===== config.mk =====
export PLATFORM = sky130hd
export DESIGN_NAME = p2d_ctrl
export DESIGN_NICKNAME = d
export VERILOG_FILES = /design/src/design/p2d_pkg.sv /design/src/design/p2d_ctrl.sv
export SDC_FILE = /design/constraint.sdc
export NUM_CORES = 1
export LEC_CHECK = 0
export BUFFER_PORTS_ARGS = -buffer_cell sky130_fd_sc_hd__buf_2
export CORE_AREA = 2 2 39 41
export DETAILED_ROUTE_END_ITERATION = 10
export DIE_AREA = 0 0 41 43
export GPL_ROUTABILITY_DRIVEN = 0
export PLACE_DENSITY_LB_ADDON = 0.05
export SETUP_SLACK_MARGIN = 0.5
export SKIP_CTS_REPAIR_TIMING = 1
export SYNTH_ARGS = -nofsm -noshare
export SYNTH_HDL_FRONTEND = slang
export SYNTH_SLANG_ARGS = --single-unit

===== constraint.sdc =====
create_clock -name clk_i -period 1.6 [get_ports clk_i]
set_input_delay 0 -clock clk_i [delete_from_list [all_inputs] [get_ports clk_i]]
set_output_delay 0 -clock clk_i [all_outputs]
set_load 0.005 [all_outputs]

===== src/design/p2d_pkg.sv =====
`timescale 1ns / 1ps
`default_nettype none
// ----------------------------------------------------------------------------
// p2d_pkg
// Types, codes and constants shared by the plane-to-display conversion unit.
// ----------------------------------------------------------------------------
package p2d_pkg;

  localparam int unsigned P2D_FRAME_PIXELS = 4096;
  localparam int unsigned P2D_CNT_W        = $clog2(P2D_FRAME_PIXELS + 1);
  localparam int unsigned P2D_ADDR_W       = $clog2(P2D_FRAME_PIXELS);

  localparam int unsigned P2D_SAMPLE_W = 32;
  localparam int unsigned P2D_PIXEL_W  = 16;
  localparam int unsigned P2D_DIV_STEPS  = P2D_PIXEL_W;
  localparam int unsigned P2D_STEP_W     = $clog2(P2D_DIV_STEPS);

  localparam logic [7:0]              P2D_BIAS8  = 8'h80;
  localparam logic [15:0]             P2D_BIAS16 = 16'h8000;
  localparam logic [P2D_SAMPLE_W-1:0] P2D_BIAS32 = 32'h8000_0000;

  typedef enum logic [2:0] {
    FMT_U8   = 3'd0,
    FMT_U16  = 3'd1,
    FMT_S8   = 3'd2,
    FMT_S16  = 3'd3,
    FMT_U32N = 3'd4,
    FMT_S32N = 3'd5
  } p2d_fmt_e;

  typedef enum logic {
    OP_LOAD = 1'b0,
    OP_EMIT = 1'b1
  } p2d_op_e;

  typedef enum logic [2:0] {
    ST_IDLE,
    ST_OFFSET,
    ST_SCALE,
    ST_DIVIDE,
    ST_DONE
  } p2d_state_e;

  typedef struct packed {
    logic                    operation;
    logic [P2D_SAMPLE_W-1:0] raw_sample;
    logic                    last_sample;
  } p2d_in_t;

  typedef struct packed {
    logic [P2D_PIXEL_W-1:0] pixel_out;
    logic                   frame_end;
  } p2d_out_t;

  typedef struct packed {
    logic load_pass;
    logic load_frame;
    logic emit_read;
    logic calc_off;
    logic calc_num;
    logic div_step;
    logic emit_finish;
  } p2d_cmd_t;

  typedef struct packed {
    logic [2:0] fmt;
    logic       frame_ok;
    logic       out_free;
  } p2d_sts_t;

endpackage
`default_nettype wire


===== src/design/p2d_ctrl.sv =====
`timescale 1ns / 1ps
`default_nettype none
// ----------------------------------------------------------------------------
// p2d_ctrl
// Sequencer: decodes accepted transactions and steps the datapath through
// offset, scale and serial division for each emit of a ready frame.
// ----------------------------------------------------------------------------
module p2d_ctrl import p2d_pkg::*; (
  input  wire logic     clk_i,
  input  wire logic     rst_ni,
  input  wire logic     in_valid_i,
  input  wire logic     in_op_i,
  input  wire p2d_sts_t sts_i,
  output logic          in_stall_o,
  output p2d_cmd_t      cmd_o
);

  p2d_state_e            state_q, state_d;
  logic [P2D_STEP_W-1:0] step_q, step_d;
  logic                  accept;
  logic                  emit_go;

  assign in_stall_o = (state_q != ST_IDLE) || !sts_i.out_free;
  assign accept     = in_valid_i && !in_stall_o;
  assign emit_go    = accept && (in_op_i == OP_EMIT) && sts_i.frame_ok &&
                      ((sts_i.fmt == FMT_U8)  || (sts_i.fmt == FMT_U16) ||
                       (sts_i.fmt == FMT_S8)  || (sts_i.fmt == FMT_S16) ||
                       (sts_i.fmt == FMT_U32N) || (sts_i.fmt == FMT_S32N));

  always_comb begin
    state_d = state_q;
    step_d  = step_q;
    unique case (state_q)
      ST_IDLE: begin
        step_d = '0;
        if (emit_go) begin
          state_d = ST_OFFSET;
        end
      end
      ST_OFFSET: state_d = ST_SCALE;
      ST_SCALE:  state_d = ST_DIVIDE;
      ST_DIVIDE: begin
        step_d = step_q + P2D_STEP_W'(1);
        if (step_q == P2D_STEP_W'(P2D_DIV_STEPS - 1)) begin
          state_d = ST_DONE;
        end
      end
      ST_DONE: begin
        if (sts_i.out_free) begin
          state_d = ST_IDLE;
        end
      end
      default: state_d = ST_IDLE;
    endcase
  end

  always_comb begin
    cmd_o = '0;
    unique case (state_q)
      ST_IDLE: begin
        if (accept && (in_op_i == OP_LOAD)) begin
          case (sts_i.fmt) inside
            FMT_U8, FMT_U16, FMT_S8, FMT_S16: cmd_o.load_pass  = 1'b1;
            FMT_U32N, FMT_S32N:               cmd_o.load_frame = 1'b1;
            default:                          cmd_o = '0;
          endcase
        end
        cmd_o.emit_read = emit_go;
      end
      ST_OFFSET: cmd_o.calc_off    = 1'b1;
      ST_SCALE:  cmd_o.calc_num    = 1'b1;
      ST_DIVIDE: cmd_o.div_step    = 1'b1;
      ST_DONE:   cmd_o.emit_finish = sts_i.out_free;
      default:   cmd_o = '0;
    endcase
  end

  always_ff @(posedge clk_i or negedge rst_ni) begin
    if (!rst_ni) begin
      state_q <= ST_IDLE;
      step_q  <= '0;
    end else begin
      state_q <= state_d;
      step_q  <= step_d;
    end
  end

  a_busy_stalls: assert property (@(posedge clk_i) disable iff (!rst_ni)
    (state_q == ST_DIVIDE) |-> in_stall_o)
    else $error("input accepted during division");

  a_emit_enters_offset: assert property (@(posedge clk_i) disable iff (!rst_ni)
    cmd_o.emit_read |=> (state_q == ST_OFFSET))
    else $error("emit did not start the sequence");

  a_single_cmd: assert property (@(posedge clk_i) disable iff (!rst_ni)
    $onehot0(cmd_o))
    else $error("more than one datapath command");

endmodule
`default_nettype wire


## Word-level counts from Yosys, hierarchy flattened

Cells that the tools add are included.

| operators by class | value |
|---|---|
| add/sub/neg operators | 1 |
| equal/unequal tests | 13 |
| muxes and demuxes | 14 |
| bitwise operators | 1 |
| reductions and logical operators | 20 |

Operator list:

| operator | number |
|---|---|
| one-hot mux 3 bit (5 select lines) | 1 |
| equality test 3 x 2 -> 1 bit (second input constant) | 4 |
| 2-to-1 mux 3 bit | 4 |
| equality test 3 bit (second input constant) | 3 |
| one-hot mux 1 bit (2 select lines) | 4 |
| one-hot mux 4 bit (2 select lines) | 1 |
| 2-to-1 mux 7 bit | 1 |
| equality test 3 x 1 -> 1 bit (second input constant) | 2 |
| logical NOT 3 bit | 2 |
| logical OR 1 bit | 6 |
| != test 2 bit (second input constant) | 3 |
| logical AND 1 bit | 5 |
| adder 4 x 1 -> 4 bit (second input constant) | 1 |
| equality test 4 bit (second input constant) | 1 |
| OR reduction 4 bit | 1 |
| 2-to-1 mux 1 bit | 3 |
| AND reduction 3 bit | 1 |
| nonzero test 3 bit | 1 |
| logical NOT 1 bit | 2 |
| nonzero test 2 bit | 1 |
| OR reduction 2 bit | 1 |
| NOT 1 bit | 1 |

| storage, ports and cells | value |
|---|---|
| register bits after elaboration | 7 |
| input bits | 9 |
| output and inout port bits | 8 |
| logic and storage cells | 51 |

## Logic depth before layout (Yosys ltp)

| depth | value |
|---|---|
| depth in word-level cells | 9 |
| mapped depth | 4 |

## Least setup slack after synthesis

No wires, ideal clock.

| timing path | value |
|---|---|
| path kind | register to register |
| start point | reg step_q[0] |
| end point | reg step_q[1] |
| data arrival time | 1.045 ns |
| required time | 1.479 ns |
| path slack | 0.434 ns |
| stages on the path, launching flop included | 5 |
| buffers on the path | 0 |
| clock period less this slack | 1.166 ns |
| cells stage by stage | dfrtp_1 -> ha_1 -> nand2_1 -> o2bb2ai_1 -> a22o_2 |

| between the ends | value |
|---|---|
| cells in the longest elaborated chain, start to end | 2 |

Ends and longest elaborated chain:

| what | line | text |
|---|---|---|
| start, declared | p2d_ctrl.sv:19 | `logic [P2D_STEP_W-1:0] step_q, step_d;` |
| start signal, assigned | p2d_ctrl.sv:84 | `step_q <= step_d;` |
| adder 4 x 1 -> 4 bit | p2d_ctrl.sv:43 | `step_d = step_q + P2D_STEP_W'(1);` |
| one-hot mux 4 bit (2 select lines) | p2d_ctrl.sv:33 | `unique case (state_q)` |

Every way passes these cells.
A chain may end at the register's enable or synchronous reset.

==> reports/qor.yml <==
setup_path:
  cp_slowest_cell: "dfrtp_2"
  ff2ff_path_depth: 4
  crit_fanout: 7
  max_stage_delay_ns: 0.45
  crit-reg2reg-launch: "state_q[2]"
  cp.required_ns: 1.60
  cp.arrival_ns: 1.47
  r2r-end: "step_q[3]"
  cp-end-kind: "primary output"
  critPathKind: "reg2out"
  critical_path.startpoint_type: "register"
  path_cells: "or3_4, nor4_2, buf_2"
  regToRegSetupSlack_ns: 0.25
power:
  p_comb_share_pct: 51.9
  switching_share_pct: 39.04
  p_seq_share_pct: 32.9
  p_clk_share_pct: 15.3
  irDropWorstVdd_mv: 0.6918
  power.switching_uw: 407.5
  power_density_nw_per_um2: 1531
  p_leak_nw: 0.3290
  internal_power_uw: 636.2
  finalPower_mw: 1.044
final_layout:
  utilization_pct: 49.28
  syn_to_final_growth_pct: 39.74
  final-instance-count-excl-fill: 94
  final_area_um2: 681.9
  nNetsFinal: 89
  drive_gt1_share_pct: 48.72
  antenna_cells: 0
timing:
  hold_viol_final: 0
  relSlewSlack_pct: 84.57
  fmax_mhz: 680.3
  skew_ns: 0.004031
  worst_slew_pin_slew_ns: 0.2295
  setup_viol: 0
  layout_min_cycle_time_ns: 1.470
  hold_slack_ns: 0.09120
  setup_slack_ns: 0.1301
  slew_violations: 0
  rsz0062_at_grt: "true"
  finalCritPeriodShare_pct: 91.87
  setup_tns_ns: 0
grt:
  antenna_found_initial: 0
  grt_pass1_vias: 402
  grt-busiest-layer: "met2"
  grt_overflow: 0
  met1_usage_pct: 17.05
  use_met2_pct: 20.00
  grt_pass1_wl_mm: 1.600
  grt_max_degree: 10
  grt_util_all_layers_pct: 13.54
  use_met3_pct: 3.141
clock_network:
  htree_levels: 1
  clock-sinks: 7
  cts_buffer_depth: 2
  cts_tree: "built"
  clk_pin_slew_ns: 0.05
  root_buffer: "clkbuf_4"
  worstSkewPairLatency_ns: 0.25
  cts_buffers: 3
drt:
  ant_nets: 0
  drc: 0
  drt-initial-drc-count: 7
  drt-pass1-iter-count: 3
  drt_wl_total_mm: 1.114
  wire_per_inst_um: 11.85
  via_count: 478
  drt-vias-per-instance: 5.085
placed_design:
  dp_cells: 83
  pre_cts_slack_ns: 0.2736
  place_area_um2: 568.0
  numPortBuffers: 15
  hpwl_um: 796.9
min_path:
  hold_path_depth: 3
  worst_hold_startpoint: "sts_i[3]"
  holdPathEnd: "state_q[0]"
  hold_class: "in2reg"
logic_synthesis:
  yosysSeqAreaShare_pct: 35.90
  synth-main-ff-cell: "dfrtp_1"
  avgSynthCellArea_um2: 9.036
  synth_nets: 64
  synthArstFlopShare_pct: 100.0
  synth-seq-cells: 7
  yosys_warnings: 0
  syn_area_um2: 488.0
  yosysUniqueCellTypes: 28
  syn_inst: 54
  synth-edff-count: 0
flow_run:
  cap_violations: 0
floorplan:
  io-pin-count: 17
  die_y_um: 43
  initial_core_util_pct: 35.26
  dieArea_um2: 1763
  die_x_um: 41
  coreArea_um2: 1384
  num_rows: 14
run_status:
  outcome: "completed"
==> final cells by class <==
class	count	area (µm²)
multi-input cells	39	297.8
repair buffers	24	145.1
fillers	131	701.9
well taps	16	20.02
inverters	4	15.01
flip-flops and latches	7	177.7
clock buffers	4	26.28
==> layout by cell type, fill, tap and decap left out, drive strengths merged <==
cell         count
o32ai            1
a22o             1
buf             23
o22ai            1
clkbuf           4
nand2b           3
a211oi           1
a21oi            3
or2              1
and3             1
a21o             1
o2bb2ai          2
nor4bb           1
inv              4
mux2i            1
nor3b            1
dlygate4sd3      1
a211o            1
a32o             1
nor2             6
nor3             1
nor4             3
ha               1
or3              1
dfrtp            7
nand2            7
==> cells in the mapped netlist, types with 2 or more instances <==
| cell | number | area share, % |
|---|---|---|
| a21oi_1 | 3 | 3.1 |
| buf_4 | 2 | 3.1 |
| dfrtp_1 | 7 | 36 |
| inv_1 | 4 | 3.1 |
| nand2_1 | 7 | 5.4 |
| nand2b_1 | 3 | 3.8 |
| nor2_1 | 6 | 4.6 |
| o2bb2ai_1 | 2 | 3.6 |
==> flip-flops by register name (all words and copies together), names as in the netlist <==
name,count
step_q,4
state_q,3
==> power by group through the flow <==
| stage | logic (mW) | registers, mW | clock network, mW |
|---|---|---|---|
| 2_1_floorplan | 0.387 | 0.304 | 0 |
| 3_3_place_gp | 0.438 | 0.340 | 0 |
| 3_5_place_dp | 0.434 | 0.339 | 0 |
| 4_1_cts | 0.436 | 0.338 | 0.167 |
| 5_1_grt | 0.594 | 0.352 | 0.191 |
| 6_report | 0.541 | 0.343 | 0.159 |
==> logic make-up after synthesis <==
logic type	synth area share (%)
simple gates	31.54
mux	2.051
buf+inv	9.228
fa+ha+maj	2.564
compound gates	18.72
flops	35.90
==> critical path, delay by kind of cell, from the launching register on <==
kind / cells / cell delay, ns
buf+inv: 1 / 0.14
simple gates: 2 / 0.62
flops: 1 / 0.45
==> worst max-delay path by stage <==
stage / start / endpoint / slack (ns) / cells after the start
after floorplan: state_q[0] / step_q[3] / 0.44 / 4
after global placement: state_q[0] / cmd_o[5] / 0.27 / 3
after detailed placement: state_q[2] / step_q[3] / 0.27 / 3
after CTS: state_q[0] / cmd_o[5] / 0.004 / 3
after global routing: state_q[0] / cmd_o[6] / 0.04 / 3
final: state_q[0] / cmd_o[6] / 0.13 / 3
==> metal layers <==
layer	share of wire [%]	up-vias
met2	48	14
met5	0	-
met3	3.8	3
li1	-	241
met4	2.7	0
met1	46	220
(Power assumes the default switching activity.)
